### config.mk
export PLATFORM = sky130hd
export DESIGN_NAME = source_text_tokenizer_unit
export DESIGN_NICKNAME = d
export VERILOG_FILES = /design/src/stt_pkg.sv /design/src/stt_front.sv /design/src/stt_queue.sv /design/src/stt_back.sv /design/src/source_text_tokenizer_unit.sv
export VERILOG_INCLUDE_DIRS = /design/src /design/src/src
export SDC_FILE = /design/constraint.sdc
export NUM_CORES = 1
export LEC_CHECK = 0
export BUFFER_PORTS_ARGS = -buffer_cell sky130_fd_sc_hd__buf_2
export CAP_MARGIN = 20
export CORE_UTILIZATION = 40
export DETAILED_ROUTE_END_ITERATION = 12
export GPL_TIMING_DRIVEN = 0
export SLEW_MARGIN = 20
export SYNTH_ARGS = -nofsm -noshare
export SYNTH_HDL_FRONTEND = slang
export SYNTH_HIERARCHICAL = 1
export SYNTH_SLANG_ARGS = --single-unit
### constraint.sdc
create_clock -name clk -period 6 [get_ports clk]
set_clock_uncertainty 0.2 [all_clocks]
set_input_delay 0 -clock clk [delete_from_list [all_inputs] [get_ports clk]]
set_output_delay 0 -clock clk [all_outputs]
set_load 0.01 [all_outputs]
### src/assert_macros.svh
// assertion macros used by the tokenizer back end rtl
`ifndef ASSERT_MACROS_SVH
`define ASSERT_MACROS_SVH

// condition holds at every clock edge out of reset
`define STT_ASSERT_ALWAYS(lbl, cond) \
    lbl: assert property (@(posedge clk) disable iff (!rst_n) (cond)) \
        else $error("tokenizer invariant violated");

// condition in one cycle forces the consequence in the next
`define STT_ASSERT_NEXT(lbl, ante, cons) \
    lbl: assert property (@(posedge clk) disable iff (!rst_n) (ante) |=> (cons)) \
        else $error("tokenizer sequence violated");

`endif

### src/stt_pkg.sv
// types, codes and keyword table for the source text tokenizer
`default_nettype none

package stt_pkg;

    typedef enum logic [3:0] {
        M_IDLE,
        M_PLUS,
        M_SLASH,
        M_COMMENT,
        M_BAR,
        M_AMP,
        M_REL,
        M_EQ,
        M_COLON,
        M_STRING,
        M_IDENT,
        M_INT,
        M_DOT,
        M_REAL
    } mode_t;

    typedef enum logic [4:0] {
        CC_SPACE,
        CC_PLUS,
        CC_MINUS,
        CC_STAR,
        CC_DOT,
        CC_BROPEN,
        CC_BRCLOSE,
        CC_SEMI,
        CC_COMMA,
        CC_SLASH,
        CC_BAR,
        CC_AMP,
        CC_REL,
        CC_EQ,
        CC_COLON,
        CC_QUOTE,
        CC_ALPHA,
        CC_DIGIT,
        CC_OTHER
    } cls_t;

    localparam logic [5:0] K_ERROR   = 6'd0;
    localparam logic [5:0] K_END     = 6'd1;
    localparam logic [5:0] K_IDENT   = 6'd2;
    localparam logic [5:0] K_INT     = 6'd3;
    localparam logic [5:0] K_REAL    = 6'd4;
    localparam logic [5:0] K_STRING  = 6'd5;
    localparam logic [5:0] K_ADDOP   = 6'd6;
    localparam logic [5:0] K_INCR    = 6'd7;
    localparam logic [5:0] K_MULOP   = 6'd8;
    localparam logic [5:0] K_PERIOD  = 6'd9;
    localparam logic [5:0] K_BROPEN  = 6'd10;
    localparam logic [5:0] K_BRCLOSE = 6'd11;
    localparam logic [5:0] K_SEMI    = 6'd12;
    localparam logic [5:0] K_COMMA   = 6'd13;
    localparam logic [5:0] K_LOGOP   = 6'd14;
    localparam logic [5:0] K_RELOP   = 6'd15;
    localparam logic [5:0] K_ASSIGN  = 6'd16;
    localparam logic [5:0] K_DCOLON  = 6'd17;
    localparam logic [5:0] K_KEYWORD = 6'd18;

    localparam logic [7:0] CH_PLUS   = 8'h2b;
    localparam logic [7:0] CH_SLASH  = 8'h2f;
    localparam logic [7:0] CH_BAR    = 8'h7c;
    localparam logic [7:0] CH_AMP    = 8'h26;
    localparam logic [7:0] CH_EQ     = 8'h3d;
    localparam logic [7:0] CH_COLON  = 8'h3a;
    localparam logic [7:0] CH_QUOTE  = 8'h22;
    localparam logic [7:0] CH_DOT    = 8'h2e;
    localparam logic [7:0] CH_SPACE  = 8'h20;
    localparam logic [7:0] CH_LPAREN = 8'h28;
    localparam logic [7:0] CH_LF     = 8'h0a;
    localparam logic [7:0] CH_TAB    = 8'h09;
    localparam logic [7:0] CH_CR     = 8'h0d;

    localparam int KW_SLOTS = 32;

    typedef struct packed {
        logic [7:0] code;
        logic       eoi;
        cls_t       cls;
        logic       newline;
        logic       kw_follow;
    } item_t;

    typedef struct packed {
        logic [5:0] kind;
        logic [7:0] len;
        logic       last;
    } result_t;

    function automatic logic [63:0] kw_text(int i);
        case (i)
            0:       return "false";
            1:       return "true";
            2:       return "while";
            3:       return "if";
            4:       return "else";
            5:       return "EXIT";
            6:       return "BEGIN";
            7:       return "THEN";
            8:       return "DO";
            9:       return "END";
            10:      return "static";
            11:      return "int";
            12:      return "anytype";
            13:      return "boolean";
            14:      return "void";
            15:      return "real";
            16:      return "String";
            17:      return "date";
            default: return 64'd0;
        endcase
    endfunction

    function automatic int kw_len(int i);
        logic [63:0] t;
        int n;
        t = kw_text(i);
        n = 0;
        for (int b = 0; b < 8; b++)
        begin
            if (t[8*b +: 8] != 8'd0)
            begin
                n = b + 1;
            end
        end
        return n;
    endfunction

    // character at position p of keyword i, counted from the left
    function automatic logic [7:0] kw_char(int i, int p);
        logic [63:0] t;
        int l;
        t = kw_text(i);
        l = kw_len(i);
        if (p < l)
        begin
            return t[8*(l-1-p) +: 8];
        end
        return 8'd0;
    endfunction

endpackage

`default_nettype wire

### src/stt_front.sv
// front end: accepts character beats and classifies them
`default_nettype none

module stt_front import stt_pkg::*;
(
    input  wire logic       s_tvalid,
    output logic            s_tready,
    input  wire logic [7:0] s_tdata,
    input  wire logic       s_tuser,
    output item_t           item,
    output logic            item_valid,
    input  wire logic       item_ready
);

    function automatic cls_t classify(logic [7:0] c);
        cls_t k;
        if (c == CH_SPACE || c == CH_TAB || c == CH_LF || c == CH_CR)
            k = CC_SPACE;
        else if ((c >= 8'h61 && c <= 8'h7a) || (c >= 8'h41 && c <= 8'h5a) || c == 8'h5f)
            k = CC_ALPHA;
        else if (c >= 8'h30 && c <= 8'h39)
            k = CC_DIGIT;
        else
        begin
            case (c)
                CH_PLUS:  k = CC_PLUS;
                8'h2d:    k = CC_MINUS;
                8'h2a:    k = CC_STAR;
                CH_DOT:   k = CC_DOT;
                8'h7b:    k = CC_BROPEN;
                8'h7d:    k = CC_BRCLOSE;
                8'h3b:    k = CC_SEMI;
                8'h2c:    k = CC_COMMA;
                CH_SLASH: k = CC_SLASH;
                CH_BAR:   k = CC_BAR;
                CH_AMP:   k = CC_AMP;
                8'h3c:    k = CC_REL;
                8'h3e:    k = CC_REL;
                CH_EQ:    k = CC_EQ;
                CH_COLON: k = CC_COLON;
                CH_QUOTE: k = CC_QUOTE;
                default:  k = CC_OTHER;
            endcase
        end
        return k;
    endfunction

    always_comb
    begin
        item.code      = s_tdata;
        item.eoi       = s_tuser;
        item.cls       = classify(s_tdata);
        item.newline   = (s_tdata == CH_LF);
        item.kw_follow = (s_tdata == CH_SPACE) || (s_tdata == CH_LPAREN);
        item_valid     = s_tvalid;
        s_tready       = item_ready;
    end

endmodule

`default_nettype wire

### src/stt_queue.sv
// two-entry queue of classified beats between front and back
`default_nettype none

module stt_queue import stt_pkg::*;
(
    input  wire logic  clk,
    input  wire logic  rst_n,
    input  wire item_t push_item,
    input  wire logic  push_valid,
    output logic       push_ready,
    output item_t      pop_item,
    output logic       pop_valid,
    input  wire logic  pop_ready
);

    item_t       slot_reg [2];
    logic        wr_ptr_reg;
    logic        wr_ptr_next;
    logic        rd_ptr_reg;
    logic        rd_ptr_next;
    logic [1:0]  cnt_reg;
    logic [1:0]  cnt_next;
    logic        push;
    logic        pop;

    always_comb
    begin
        push_ready  = (cnt_reg != 2'd2);
        pop_valid   = (cnt_reg != 2'd0);
        pop_item    = slot_reg[rd_ptr_reg];
        push        = push_valid && push_ready;
        pop         = pop_valid && pop_ready;
        wr_ptr_next = wr_ptr_reg ^ push;
        rd_ptr_next = rd_ptr_reg ^ pop;
        cnt_next    = cnt_reg + {1'b0, push} - {1'b0, pop};
    end

    always_ff @(posedge clk or negedge rst_n)
    begin
        if (!rst_n)
        begin
            wr_ptr_reg <= 1'b0;
            rd_ptr_reg <= 1'b0;
            cnt_reg    <= 2'd0;
        end
        else
        begin
            wr_ptr_reg <= wr_ptr_next;
            rd_ptr_reg <= rd_ptr_next;
            cnt_reg    <= cnt_next;
        end
    end

    always_ff @(posedge clk)
    begin
        if (push)
        begin
            slot_reg[wr_ptr_reg] <= push_item;
        end
    end

endmodule

`default_nettype wire

### src/stt_back.sv
// back end: scanner state machine and result buffer
`default_nettype none
`include "assert_macros.svh"

module stt_back import stt_pkg::*;
#(
    parameter int KEYWORD_COUNT = 18,
    parameter int LENGTH_BITS   = 8
)
(
    input  wire logic  clk,
    input  wire logic  rst_n,
    input  wire item_t q_item,
    input  wire logic  q_valid,
    output logic       q_pop,
    output result_t    m_res,
    output logic       m_valid,
    input  wire logic  m_ready
);

    localparam logic [LENGTH_BITS-1:0]   LEN_MAX = '1;
    localparam logic [KEYWORD_COUNT-1:0] KW_ALL  = '1;

    mode_t                    mode_reg;
    mode_t                    mode_next;
    logic [LENGTH_BITS-1:0]   count_reg;
    logic [LENGTH_BITS-1:0]   count_next;
    logic [KEYWORD_COUNT-1:0] cand_reg;
    logic [KEYWORD_COUNT-1:0] cand_next;
    logic                     finished_reg;
    logic                     finished_next;

    result_t                  rf_reg [4];
    logic [1:0]               wr_ptr_reg;
    logic [1:0]               rd_ptr_reg;
    logic [2:0]               cnt_reg;
    logic [2:0]               cnt_next;

    logic                     fire;
    logic                     out_pop;
    logic                     a_v;
    logic                     b_v;
    result_t                  a_res;
    result_t                  b_res;
    result_t                  slot0;
    result_t                  slot1;
    logic [1:0]               push_n;
    logic                     do_start;
    logic [LENGTH_BITS-1:0]   count_inc;
    logic [7:0]               c;

    function automatic logic [7:0] sat_len(logic [LENGTH_BITS-1:0] v);
        if (32'(v) > 32'd255)
            return 8'd255;
        return 8'(v);
    endfunction

    function automatic logic [LENGTH_BITS-1:0] bump(logic [LENGTH_BITS-1:0] v);
        if (v == LEN_MAX)
            return v;
        return v + LENGTH_BITS'(1);
    endfunction

    function automatic logic [KEYWORD_COUNT-1:0] track(logic [KEYWORD_COUNT-1:0] cand,
                                                       logic [LENGTH_BITS-1:0] p,
                                                       logic [7:0] ch);
        logic [KEYWORD_COUNT-1:0] r;
        r = cand;
        for (int i = 0; i < KEYWORD_COUNT; i++)
        begin
            if (!(32'(p) < 32'(kw_len(i))) || (kw_char(i, int'(p[2:0])) != ch))
            begin
                r[i] = 1'b0;
            end
        end
        return r;
    endfunction

    function automatic logic [5:0] ident_kind(logic [KEYWORD_COUNT-1:0] cand,
                                              logic [LENGTH_BITS-1:0] cnt,
                                              logic ok);
        logic [5:0] k;
        k = K_IDENT;
        if (ok)
        begin
            for (int i = KEYWORD_COUNT - 1; i >= 0; i--)
            begin
                if (cand[i] && (32'(cnt) == 32'(kw_len(i))))
                begin
                    k = K_KEYWORD + 6'(i);
                end
            end
        end
        return k;
    endfunction

    always_comb
    begin
        c             = q_item.code;
        fire          = q_valid && (cnt_reg <= 3'd2);
        q_pop         = fire;
        count_inc     = bump(count_reg);
        mode_next     = mode_reg;
        count_next    = count_reg;
        cand_next     = cand_reg;
        finished_next = finished_reg;
        a_v           = 1'b0;
        a_res         = '0;
        b_v           = 1'b0;
        b_res         = '0;
        do_start      = 1'b0;

        if (finished_reg)
        begin
            b_v        = 1'b1;
            b_res.kind = K_END;
        end
        else if (q_item.eoi)
        begin
            a_v = 1'b1;
            case (mode_reg)
                M_PLUS:
                begin
                    a_res.kind = K_ADDOP;
                    a_res.len  = 8'd1;
                end
                M_SLASH:
                begin
                    a_res.kind = K_MULOP;
                    a_res.len  = 8'd1;
                end
                M_BAR, M_AMP, M_EQ, M_COLON:
                begin
                    a_res.kind = K_ERROR;
                    a_res.len  = 8'd1;
                end
                M_REL:
                begin
                    a_res.kind = K_RELOP;
                    a_res.len  = 8'd1;
                end
                M_STRING, M_DOT:
                begin
                    a_res.kind = K_ERROR;
                    a_res.len  = sat_len(count_reg);
                end
                M_IDENT:
                begin
                    a_res.kind = ident_kind(cand_reg, count_reg, 1'b0);
                    a_res.len  = sat_len(count_reg);
                end
                M_INT:
                begin
                    a_res.kind = K_INT;
                    a_res.len  = sat_len(count_reg);
                end
                M_REAL:
                begin
                    a_res.kind = K_REAL;
                    a_res.len  = sat_len(count_reg);
                end
                default:
                begin
                    a_v = 1'b0;
                end
            endcase
            b_v           = 1'b1;
            b_res.kind    = K_END;
            finished_next = 1'b1;
            mode_next     = M_IDLE;
            count_next    = '0;
            cand_next     = KW_ALL;
        end
        else
        begin
            case (mode_reg)
                M_PLUS:
                begin
                    a_v = 1'b1;
                    if (c == CH_PLUS)
                    begin
                        a_res.kind = K_INCR;
                        a_res.len  = 8'd2;
                        mode_next  = M_IDLE;
                    end
                    else
                    begin
                        a_res.kind = K_ADDOP;
                        a_res.len  = 8'd1;
                        do_start   = 1'b1;
                    end
                end
                M_SLASH:
                begin
                    if (c == CH_SLASH)
                    begin
                        mode_next = M_COMMENT;
                    end
                    else
                    begin
                        a_v        = 1'b1;
                        a_res.kind = K_MULOP;
                        a_res.len  = 8'd1;
                        do_start   = 1'b1;
                    end
                end
                M_COMMENT:
                begin
                    if (q_item.newline)
                    begin
                        mode_next = M_IDLE;
                    end
                end
                M_BAR, M_AMP:
                begin
                    a_v       = 1'b1;
                    mode_next = M_IDLE;
                    if (c == ((mode_reg == M_BAR) ? CH_BAR : CH_AMP))
                    begin
                        a_res.kind = K_LOGOP;
                        a_res.len  = 8'd2;
                    end
                    else
                    begin
                        a_res.kind = K_ERROR;
                        a_res.len  = 8'd1;
                    end
                end
                M_REL:
                begin
                    a_v        = 1'b1;
                    a_res.kind = K_RELOP;
                    if (c == CH_EQ)
                    begin
                        a_res.len = 8'd2;
                        mode_next = M_IDLE;
                    end
                    else
                    begin
                        a_res.len = 8'd1;
                        do_start  = 1'b1;
                    end
                end
                M_EQ:
                begin
                    a_v       = 1'b1;
                    mode_next = M_IDLE;
                    if (c == CH_EQ)
                    begin
                        a_res.kind = K_RELOP;
                        a_res.len  = 8'd2;
                    end
                    else
                    begin
                        a_res.kind = K_ERROR;
                        a_res.len  = 8'd1;
                    end
                end
                M_COLON:
                begin
                    a_v       = 1'b1;
                    mode_next = M_IDLE;
                    if (c == CH_EQ)
                    begin
                        a_res.kind = K_ASSIGN;
                        a_res.len  = 8'd2;
                    end
                    else if (c == CH_COLON)
                    begin
                        a_res.kind = K_DCOLON;
                        a_res.len  = 8'd2;
                    end
                    else
                    begin
                        a_res.kind = K_ERROR;
                        a_res.len  = 8'd1;
                    end
                end
                M_STRING:
                begin
                    if (c == CH_QUOTE || q_item.newline)
                    begin
                        a_v        = 1'b1;
                        a_res.kind = (c == CH_QUOTE) ? K_STRING : K_ERROR;
                        a_res.len  = sat_len(count_reg);
                        mode_next  = M_IDLE;
                    end
                    else
                    begin
                        count_next = count_inc;
                    end
                end
                M_IDENT:
                begin
                    if (q_item.cls == CC_ALPHA || q_item.cls == CC_DIGIT)
                    begin
                        cand_next  = track(cand_reg, count_reg, c);
                        count_next = count_inc;
                    end
                    else
                    begin
                        a_v        = 1'b1;
                        a_res.kind = ident_kind(cand_reg, count_reg, q_item.kw_follow);
                        a_res.len  = sat_len(count_reg);
                        do_start   = 1'b1;
                    end
                end
                M_INT:
                begin
                    if (q_item.cls == CC_DIGIT)
                    begin
                        count_next = count_inc;
                    end
                    else if (c == CH_DOT)
                    begin
                        count_next = count_inc;
                        mode_next  = M_DOT;
                    end
                    else
                    begin
                        a_v        = 1'b1;
                        a_res.kind = K_INT;
                        a_res.len  = sat_len(count_reg);
                        do_start   = 1'b1;
                    end
                end
                M_DOT:
                begin
                    count_next = count_inc;
                    if (q_item.cls == CC_DIGIT)
                    begin
                        mode_next = M_REAL;
                    end
                    else
                    begin
                        a_v        = 1'b1;
                        a_res.kind = K_ERROR;
                        a_res.len  = sat_len(count_inc - LENGTH_BITS'(1));
                        mode_next  = M_IDLE;
                    end
                end
                M_REAL:
                begin
                    if (q_item.cls == CC_DIGIT)
                    begin
                        count_next = count_inc;
                    end
                    else
                    begin
                        a_v        = 1'b1;
                        a_res.kind = K_REAL;
                        a_res.len  = sat_len(count_reg);
                        do_start   = 1'b1;
                    end
                end
                default:
                begin
                    do_start = 1'b1;
                end
            endcase

            // lookahead character opens the next token
            if (do_start)
            begin
                mode_next  = M_IDLE;
                count_next = '0;
                cand_next  = KW_ALL;
                b_res.len  = 8'd1;
                case (q_item.cls)
                    CC_SPACE:
                    begin
                    end
                    CC_PLUS:    mode_next = M_PLUS;
                    CC_SLASH:   mode_next = M_SLASH;
                    CC_BAR:     mode_next = M_BAR;
                    CC_AMP:     mode_next = M_AMP;
                    CC_REL:     mode_next = M_REL;
                    CC_EQ:      mode_next = M_EQ;
                    CC_COLON:   mode_next = M_COLON;
                    CC_QUOTE:   mode_next = M_STRING;
                    CC_MINUS:
                    begin
                        b_v        = 1'b1;
                        b_res.kind = K_ADDOP;
                    end
                    CC_STAR:
                    begin
                        b_v        = 1'b1;
                        b_res.kind = K_MULOP;
                    end
                    CC_DOT:
                    begin
                        b_v        = 1'b1;
                        b_res.kind = K_PERIOD;
                    end
                    CC_BROPEN:
                    begin
                        b_v        = 1'b1;
                        b_res.kind = K_BROPEN;
                    end
                    CC_BRCLOSE:
                    begin
                        b_v        = 1'b1;
                        b_res.kind = K_BRCLOSE;
                    end
                    CC_SEMI:
                    begin
                        b_v        = 1'b1;
                        b_res.kind = K_SEMI;
                    end
                    CC_COMMA:
                    begin
                        b_v        = 1'b1;
                        b_res.kind = K_COMMA;
                    end
                    CC_ALPHA:
                    begin
                        mode_next  = M_IDENT;
                        cand_next  = track(KW_ALL, '0, c);
                        count_next = LENGTH_BITS'(1);
                    end
                    CC_DIGIT:
                    begin
                        mode_next  = M_INT;
                        count_next = LENGTH_BITS'(1);
                    end
                    default:
                    begin
                        b_v        = 1'b1;
                        b_res.kind = K_ERROR;
                    end
                endcase
            end
        end

        slot0  = '0;
        slot1  = '0;
        push_n = 2'd0;
        if (a_v && b_v)
        begin
            slot0      = a_res;
            slot1      = b_res;
            slot1.last = 1'b1;
            push_n     = 2'd2;
        end
        else if (a_v || b_v)
        begin
            slot0      = a_v ? a_res : b_res;
            slot0.last = 1'b1;
            push_n     = 2'd1;
        end
        if (!fire)
        begin
            push_n = 2'd0;
        end

        m_valid  = (cnt_reg != 3'd0);
        m_res    = rf_reg[rd_ptr_reg];
        out_pop  = m_valid && m_ready;
        cnt_next = cnt_reg + {1'b0, push_n} - {2'b00, out_pop};
    end

    always_ff @(posedge clk or negedge rst_n)
    begin
        if (!rst_n)
        begin
            mode_reg     <= M_IDLE;
            count_reg    <= '0;
            cand_reg     <= KW_ALL;
            finished_reg <= 1'b0;
            wr_ptr_reg   <= 2'd0;
            rd_ptr_reg   <= 2'd0;
            cnt_reg      <= 3'd0;
        end
        else
        begin
            if (fire)
            begin
                mode_reg     <= mode_next;
                count_reg    <= count_next;
                cand_reg     <= cand_next;
                finished_reg <= finished_next;
            end
            wr_ptr_reg <= wr_ptr_reg + push_n;
            rd_ptr_reg <= rd_ptr_reg + {1'b0, out_pop};
            cnt_reg    <= cnt_next;
        end
    end

    always_ff @(posedge clk)
    begin
        if (push_n != 2'd0)
        begin
            rf_reg[wr_ptr_reg] <= slot0;
        end
        if (push_n == 2'd2)
        begin
            rf_reg[wr_ptr_reg + 2'd1] <= slot1;
        end
    end

    `STT_ASSERT_ALWAYS(a_buf_bound, cnt_reg <= 3'd4)
    `STT_ASSERT_NEXT(a_end_sticks, fire && q_item.eoi, finished_reg)
    `STT_ASSERT_ALWAYS(a_finished_idle, !finished_reg || (mode_reg == M_IDLE && count_reg == '0))

endmodule

`default_nettype wire

### src/source_text_tokenizer_unit.sv
// top level of the streaming source text tokenizer
// each beat is registered in the queue, and its results in the result buffer
// throughput: one character beat per cycle while the result buffer has room;
// the output port carries one result per cycle, and a beat may yield two results
// reset: asynchronous active low; scanner idle, counts zero, queue and result buffer empty
`default_nettype none

module source_text_tokenizer_unit import stt_pkg::*;
#(
    parameter int KEYWORD_COUNT = 18,
    parameter int LENGTH_BITS   = 8
)
(
    input  wire logic        clk,
    input  wire logic        rst_n,
    input  wire logic        s_tvalid,
    output logic             s_tready,
    input  wire logic [7:0]  s_tdata,   // char_code
    input  wire logic        s_tuser,   // end_of_input
    output logic             m_tvalid,
    input  wire logic        m_tready,
    output logic [15:0]      m_tdata,   // token_kind, lexeme_length, zero pad
    output logic             m_tlast
);

    item_t   front_item;
    logic    front_valid;
    logic    front_ready;
    item_t   q_item;
    logic    q_valid;
    logic    q_pop;
    result_t res;

    stt_front u_front
    (
        .s_tvalid   (s_tvalid),
        .s_tready   (s_tready),
        .s_tdata    (s_tdata),
        .s_tuser    (s_tuser),
        .item       (front_item),
        .item_valid (front_valid),
        .item_ready (front_ready)
    );

    stt_queue u_queue
    (
        .clk        (clk),
        .rst_n      (rst_n),
        .push_item  (front_item),
        .push_valid (front_valid),
        .push_ready (front_ready),
        .pop_item   (q_item),
        .pop_valid  (q_valid),
        .pop_ready  (q_pop)
    );

    stt_back
    #(
        .KEYWORD_COUNT (KEYWORD_COUNT),
        .LENGTH_BITS   (LENGTH_BITS)
    )
    u_back
    (
        .clk     (clk),
        .rst_n   (rst_n),
        .q_item  (q_item),
        .q_valid (q_valid),
        .q_pop   (q_pop),
        .m_res   (res),
        .m_valid (m_tvalid),
        .m_ready (m_tready)
    );

    always_comb
    begin
        m_tdata = {2'b00, res.len, res.kind};
        m_tlast = res.last;
    end

endmodule

`default_nettype wire
-- Word level (Yosys, flattened, before mapping)
Memory sizes are Yosys's and may differ from the RTL's.
Cells that the tools add are included.
- add/subtract/negate cells: 63
- multiply operators: 0
- div/mod/pow operators: 0
- order comparisons: 79
- equal/unequal tests: 127
- shift operators: 36
- multiplexer cells: 1443
- bitwise logic cells: 3
- reductions and logical operators: 595
- operators with widths (cell ; count):
    64-bit two-way mux ; 234
    32-bit two-way mux ; 272
    8-bit nonzero test ; 432
    64-bit by 32-bit variable part select with 8-bit output ; 36
    8-bit two-way mux ; 228
    1-bit by 32-bit less-than comparator with 1-bit output, first input constant ; 36
    29-bit by 2-bit subtractor with 29-bit output, second input constant ; 36
    3-bit two-way mux ; 193
    8-bit by 32-bit == test with 1-bit output ; 18
    4-bit by 32-bit less-than comparator with 1-bit output ; 18
    8-bit by 32-bit less-than comparator with 1-bit output ; 18
    29-bit by 4-bit subtractor with 29-bit output ; 18
    1-bit two-way mux ; 298
    8-bit != test ; 36
    4-bit two-way mux ; 56
    2-bit two-way mux ; 105
    8-bit by 6-bit == test with 1-bit output, second input constant ; 21
    14-bit one-hot mux with 11 select lines ; 1
    6-bit two-way mux ; 21
    14-bit two-way mux ; 7
    12-bit one-hot mux with 8 select lines ; 1
    18-bit two-way mux ; 5
    5-bit AND reduction ; 18
    5-bit one-hot mux with 15 select lines ; 1
    63 further kinds ; 237
- flip-flop bits (word level): 42
- latch bits: 0
- RAM bits: 92
- ROM bits: 0
- bits of input ports: 13
- output and inout bits: 19
- logic and storage cells: 2375
- memories: 2
- memories (memory ; depth ; bits a word ; read ports ; clocked after Yosys merged registers in ; write ports ; RTL line ; RTL):
    u_back.rf_reg ; 4 ; 15 ; 1 ; 0 ; 2 ; stt_back.sv:33 ; result_t rf_reg [4];
    u_queue.slot_reg ; 2 ; 16 ; 1 ; 0 ; 1 ; stt_queue.sv:16 ; item_t slot_reg [2];

-- Logic depth before layout (Yosys ltp)
An unclocked memory read counts as a cell.
- word-level depth: 49
- mapped depth: 18
- mapped depth without buffers: 15

-- By module
The synthesis kept the hierarchy.
- modules (own cells, without submodules) (module ; instances ; cells an instance ; area each (um2) ; seq. area each (um2)):
    stt_back ; 1 ; 1069 ; 8619.5 ; 2414.8
    stt_queue ; 1 ; 73 ; 1386.3 ; 1061.0
    stt_front ; 1 ; 80 ; 528.0 ; 0.0
    source_text_tokenizer_unit ; 1 ; 3 ; 18.8 ; 0.0

-- Least setup slack after synthesis
Ideal clock, no wire load.
- path kind: register to register
- start: reg u_queue.rd_ptr_reg
- end: mem u_back/rf_reg[2][0] (netlist bit), enable pin
- setup time: 0.295 ns
- data arrival time: 4.201 ns
- data required time: 5.505 ns
- setup slack: 1.304 ns
- cell stages (with the launch flop): 15
- buffers on the path: 3
- period minus slack after synthesis: 4.696 ns
- cells stage by stage: dfrtp_1 -> buf_2 -> buf_6 -> mux2_2 -> buf_2 -> or4b_4 -> o31ai_4 -> nand4_1 -> nor3_2 -> o31ai_1 -> ha_1 -> o21ai_0 -> nor2_1 -> a21oi_1 -> inv_1
- RTL lines (what ; RTL line ; RTL):
    start: declaration ; stt_queue.sv:19 ; logic rd_ptr_reg;
    start signal: assignment ; stt_queue.sv:49 ; rd_ptr_reg <= rd_ptr_next;
    end: declaration ; stt_back.sv:33 ;

==> metrics.txt <==
# TYPE chip_impl_metric gauge
chip_impl_metric{name="setup_viol",unit=""} 0
chip_impl_metric{name="detailed_place_hpwl",unit="um"} 25300
chip_impl_info{name="run_status",value="finished, final reports clean"} 1
chip_impl_metric{name="asyncSetResetFlopFracSynth",unit="%"} 31.3
chip_impl_metric{name="clkTransAtPathRegs",unit="ps"} 70
chip_impl_metric{name="grt.overflow.total",unit=""} 0
chip_impl_metric{name="largest_register_ff_count",unit=""} 60
chip_impl_metric{name="post_synthesis_cell_count",unit=""} 1225
chip_impl_metric{name="finalCriticalPeriod",unit="ps"} 5560
chip_impl_metric{name="drt_pass1_iterations",unit=""} 6
chip_impl_info{name="critical_path_class",value="reg2reg"} 1
chip_impl_info{name="post_synth_main_area_contributors",value="edfxtp_1 16%, dfxtp_1 6.8%, dfrtp_1 5.7%"} 1
chip_impl_metric{name="leakagePower",unit="nW"} 4.32
chip_impl_metric{name="crit_path_max_incr_delay",unit="ps"} 610
chip_impl_info{name="yosysTopAreaCell",value="edfxtp_1"} 1
chip_impl_metric{name="cts.sink_count",unit=""} 134
chip_impl_metric{name="maxCapViolations",unit=""} 0
chip_impl_metric{name="timing_worst_slew_pin_value",unit="ps"} 1090
chip_impl_info{name="clock_tree_root_driver_cell",value="clkbuf_16"} 1
chip_impl_metric{name="pwr_density_cell",unit="mW/mm2"} 454
chip_impl_metric{name="internal_power",unit="mW"} 2.83
chip_impl_metric{name="routed_wirelength",unit="um"} 35000
chip_impl_metric{name="placement.io_buffers",unit=""} 26
chip_impl_metric{name="synth.lib_cells_used.distinct",unit=""} 100
chip_impl_metric{name="synthesis.area_per_instance",unit="um2"} 8.61
chip_impl_metric{name="cts_max_path_buffers",unit=""} 2
chip_impl_metric{name="floorplan.initialDensity",unit="%"} 40.6
chip_impl_metric{name="finish.instance_area",unit="mm2"} 0.0119
chip_impl_metric{name="core_area",unit="mm2"} 0.0260
chip_impl_metric{name="detailed_place.area",unit="mm2"} 0.0111
chip_impl_metric{name="initial_antenna_violation_count",unit=""} 0
chip_impl_metric{name="cts_max_level",unit=""} 4
chip_impl_info{name="setup.worst_path.end_class",value="register"} 1
chip_impl_metric{name="detail_route.wl_per_cell",unit="um"} 21.4
chip_impl_metric{name="critical_path_buf_inv_count",unit=""} 4
chip_impl_metric{name="drt.antenna.violating_nets",unit=""} 0
chip_impl_metric{name="area_delta_synth_final",unit="%"} 12.4
chip_impl_metric{name="gp_routability_congestion",unit=""} 0.947
chip_impl_metric{name="regArea",unit="mm2"} 0.00348
chip_impl_metric{name="report.power.total",unit="mW"} 5.38
chip_impl_metric{name="design.portCount",unit=""} 32
chip_impl_metric{name="multi_input_combinational_cell_area",unit="mm2"} 0.00645
chip_impl_metric{name="path_max_fanout",unit=""} 10
chip_impl_metric{name="drt_drc_violations_left",unit=""} 0
chip_impl_metric{name="synth-warning-count",unit=""} 6
chip_impl_metric{name="global_route_usage_sum",unit="%"} 26.3
chip_impl_metric{name="power_frac_seq",unit="%"} 25.5
chip_impl_metric{name="synth.yosys.seq_area_share",unit="%"} 32.9
chip_impl_metric{name="num_antenna_cells",unit=""} 0
chip_impl_metric{name="numCtsBuffers",unit=""} 17
chip_impl_metric{name="reg2reg_slack",unit="ps"} 440
chip_impl_metric{name="number_of_global_route_vias_before_repair",unit=""} 9623
chip_impl_metric{name="grt_pass1_wl",unit="um"} 54600
chip_impl_metric{name="count_of_routing_violations_after_the_opening_detailed_route_iteration",unit=""} 1024
chip_impl_info{name="rr_startpoint",value="u_queue/rd_ptr_reg"} 1
chip_impl_metric{name="final_nets",unit=""} 1326
chip_impl_info{name="worst_r2r_endpoint",value="u_back/rf_reg[2][12]"} 1
chip_impl_metric{name="max_freq",unit="MHz"} 180
chip_impl_metric{name="core.rowCount",unit=""} 59
chip_impl_metric{name="clock_latency_at_the_later_pin_of_the_worst_skew_pair",unit="ps"} 430
chip_impl_metric{name="synthesis.area",unit="mm2"} 0.0106
chip_impl_info{name="rsz_0062_raised_after_global_routing",value="no"} 1
chip_impl_metric{name="worst_vdd_ir",unit="uV"} 219
chip_impl_info{name="timing.critical_path.mode_cell",value="buf_2"} 1
chip_impl_metric{name="drive_gt1_share",unit="%"} 13.5
chip_impl_metric{name="flop_and_latch_count_out_of_synthesis",unit=""} 134
chip_impl_info{name="clock_tree_from_tritoncts",value="built"} 1
chip_impl_metric{name="grt_max_degree",unit=""} 25
chip_impl_metric{name="netSwitchingPower",unit="mW"} 2.56
chip_impl_metric{name="timing_max_transition_violations_final",unit=""} 0
chip_impl_metric{name="final-hold-violation-count",unit=""} 0
chip_impl_metric{name="sw_frac_of_total",unit="%"} 47.5
chip_impl_metric{name="synth_top_area_share",unit="%"} 15.9
chip_impl_info{name="worst_path_dominant_cell_family",value="simple AND/OR/NAND/NOR gates"} 1
chip_impl_metric{name="drt-vias-per-instance",unit=""} 6.23
chip_impl_info{name="hp-class",value="in2async"} 1
chip_impl_metric{name="num-fill-cells",unit=""} 2619
chip_impl_metric{name="post-route-period-util",unit="%"} 92.6
chip_impl_metric{name="vias",unit=""} 10200
chip_impl_info{name="crit_slowest_cell",value="or4b_4"} 1
chip_impl_info{name="crit_path_cell_trace",value="buf_2 > buf_6 > mux2_2 > buf_2 > or4b_4 > o31ai_4 > nand4_1 > nor3_4 > o31ai_1 > ha_1 > o21ai_0 > nor2_1 > a21oi_2 > inv_1"} 1
chip_impl_metric{name="worst-endpoint-required",unit="ps"} 5930
chip_impl_metric{name="die_h",unit="um"} 164
chip_impl_metric{name="cts_setup_buffers",unit=""} 0
chip_impl_metric{name="floorplan.die.width",unit="um"} 164
chip_impl_metric{name="die_outline_area",unit="mm2"} 0.0270
chip_impl_info{name="startpoint_type",value="register"} 1
chip_impl_info{name="synth_top_flop_cell",value="edfxtp_1"} 1
chip_impl_metric{name="slew-limit-headroom",unit="%"} 26.9
chip_impl_metric{name="synth-edff-count",unit=""} 56
chip_impl_metric{name="p_clk_share",unit="%"} 19.7
chip_impl_metric{name="combinationalPowerShare",unit="%"} 54.8
chip_impl_metric{name="critPathArrivalTime",unit="ps"} 5490
chip_impl_metric{name="worstRegToRegCells",unit=""} 14
[cells in the final DEF (no fill, tap or decap), types with 30 or more instances in the layout]
master / Yosys / layout
nand2_1: 122 / 122
inv_1: 44 / 44
xnor2_1: 34 / 34
nand2b_1: 30 / 30
o21ai_0: 71 / 71
a21oi_1: 56 / 55
buf_2: 6 / 31
dfxtp_1: 36 / 36
nand3_1: 42 / 42
nor3_1: 36 / 36
edfxtp_1: 56 / 56
clkbuf_1: 68 / 68
nor2_1: 89 / 86
[power by group through the flow]
stage          Sequential [mW]  Clock [mW]  Combinational [mW]
2_1_floorplan             1.33           0                2.08
3_3_place_gp              1.38           0                2.84
3_5_place_dp              1.38           0                2.85
4_1_cts                   1.37        1.09                2.88
5_1_grt                   1.39        1.13                3.19
6_report                  1.37        1.06                2.95
[through the flow]
step                      setup slack [ps]  hold slack, ps  std cells  setup TNS, ps  utilization [%]
after floorplan                       1300            -496       1226              0                -
after global placement               -65.3           -13.1       1587           -391             42.7
after detailed placement             -36.2            -123       1587           -216             42.7
after CTS                             66.9            62.9       1632              0             45.6
after global routing                   136            99.8       1632              0             45.6
final                                  442            67.7       1632              0             45.6
[synthesized netlist by cell type, types with 15 or more instances]
| cell | instances |
|---|---|
| dfrtp_1 | 24 |
| xnor2_1 | 34 |
| a21oi_1 | 56 |
| o21ai_0 | 71 |
| edfxtp_1 | 56 |
| dfstp_2 | 18 |
| nor2_1 | 89 |
| a31oi_1 | 17 |
| nor2b_1 | 18 |
| nand3_1 | 42 |
| ha_1 | 28 |
| o21ai_1 | 16 |
| dfxtp_1 | 36 |
| nand2b_1 | 30 |
| o22ai_1 | 26 |
| clkbuf_1 | 68 |
| mux2_2 | 19 |
| nand2_1 | 122 |
| inv_1 | 44 |
| mux4_2 | 15 |
| nor3_1 | 36 |
| a22o_1 | 27 |
[cell type report]
cell class | count | share of cell area [%]
buffer | 104 | 4.02
clock buffer | 18 | 3.80
multi-input combinational | 943 | 54.4
sequential | 134 | 29.3
tap | 335 | 3.53
timing repair buffer | 39 | 2.30
clock inverter | 14 | 1.22
inverter | 45 | 1.42
[logic make-up after synthesis]
family	count (synthesis)	synth area share, %
AOI/OAI and AO/OA	350	22.9
xor gates and xnor gates	47	3.90
adders and majority gates	29	3.51
buffers and inverters	149	6.12
DFF	134	32.9
muxes	53	7.23
other	1	0.0355
and+or+nand+nor	462	23.3
[worst reg2reg max path: cells and delay by family (launching register included)]
family	cells	cell delay [ps]
fa+ha+maj	1	340
buf+inv	4	890
flops	1	320
compound gates	4	1530
simple gates	4	1630
mux	1	340
[routing by layer]
layer  wire length [um]  GRT usage [%]  up-vias
li1                   -              -     4714
met1              15800           35.1     4938
met2              15900           41.6      434
met3               2220           4.95       84
met4               1000           10.6        0
met5                  0              0        -
[what timing repair did]
action | CTS | global route
endpoints found under the hold margin | 71 | 0
gates resized for setup | 1 | 4
hold buffers | 13 | 0
setup endpoints to repair | 6 | 24
[worst max-delay path by stage]
stage,slack [ps],from,cells past startpoint,to
2_1_floorplan,1300,u_queue/rd_ptr_reg,14,u_back/rf_reg[2][0]
3_3_place_gp,-70,u_queue/rd_ptr_reg,14,u_back/rf_reg[2][0]
3_5_place_dp,-40,u_queue/rd_ptr_reg,14,u_back/rf_reg[2][0]
4_1_cts,70,u_queue/rd_ptr_reg,14,u_back/rf_reg[3][0]
5_1_grt,140,u_queue/rd_ptr_reg,14,u_back/rf_reg[2][12]
6_report,440,u_queue/rd_ptr_reg,14,u_back/rf_reg[2][12]
Power figures use the tool's default switching activity.
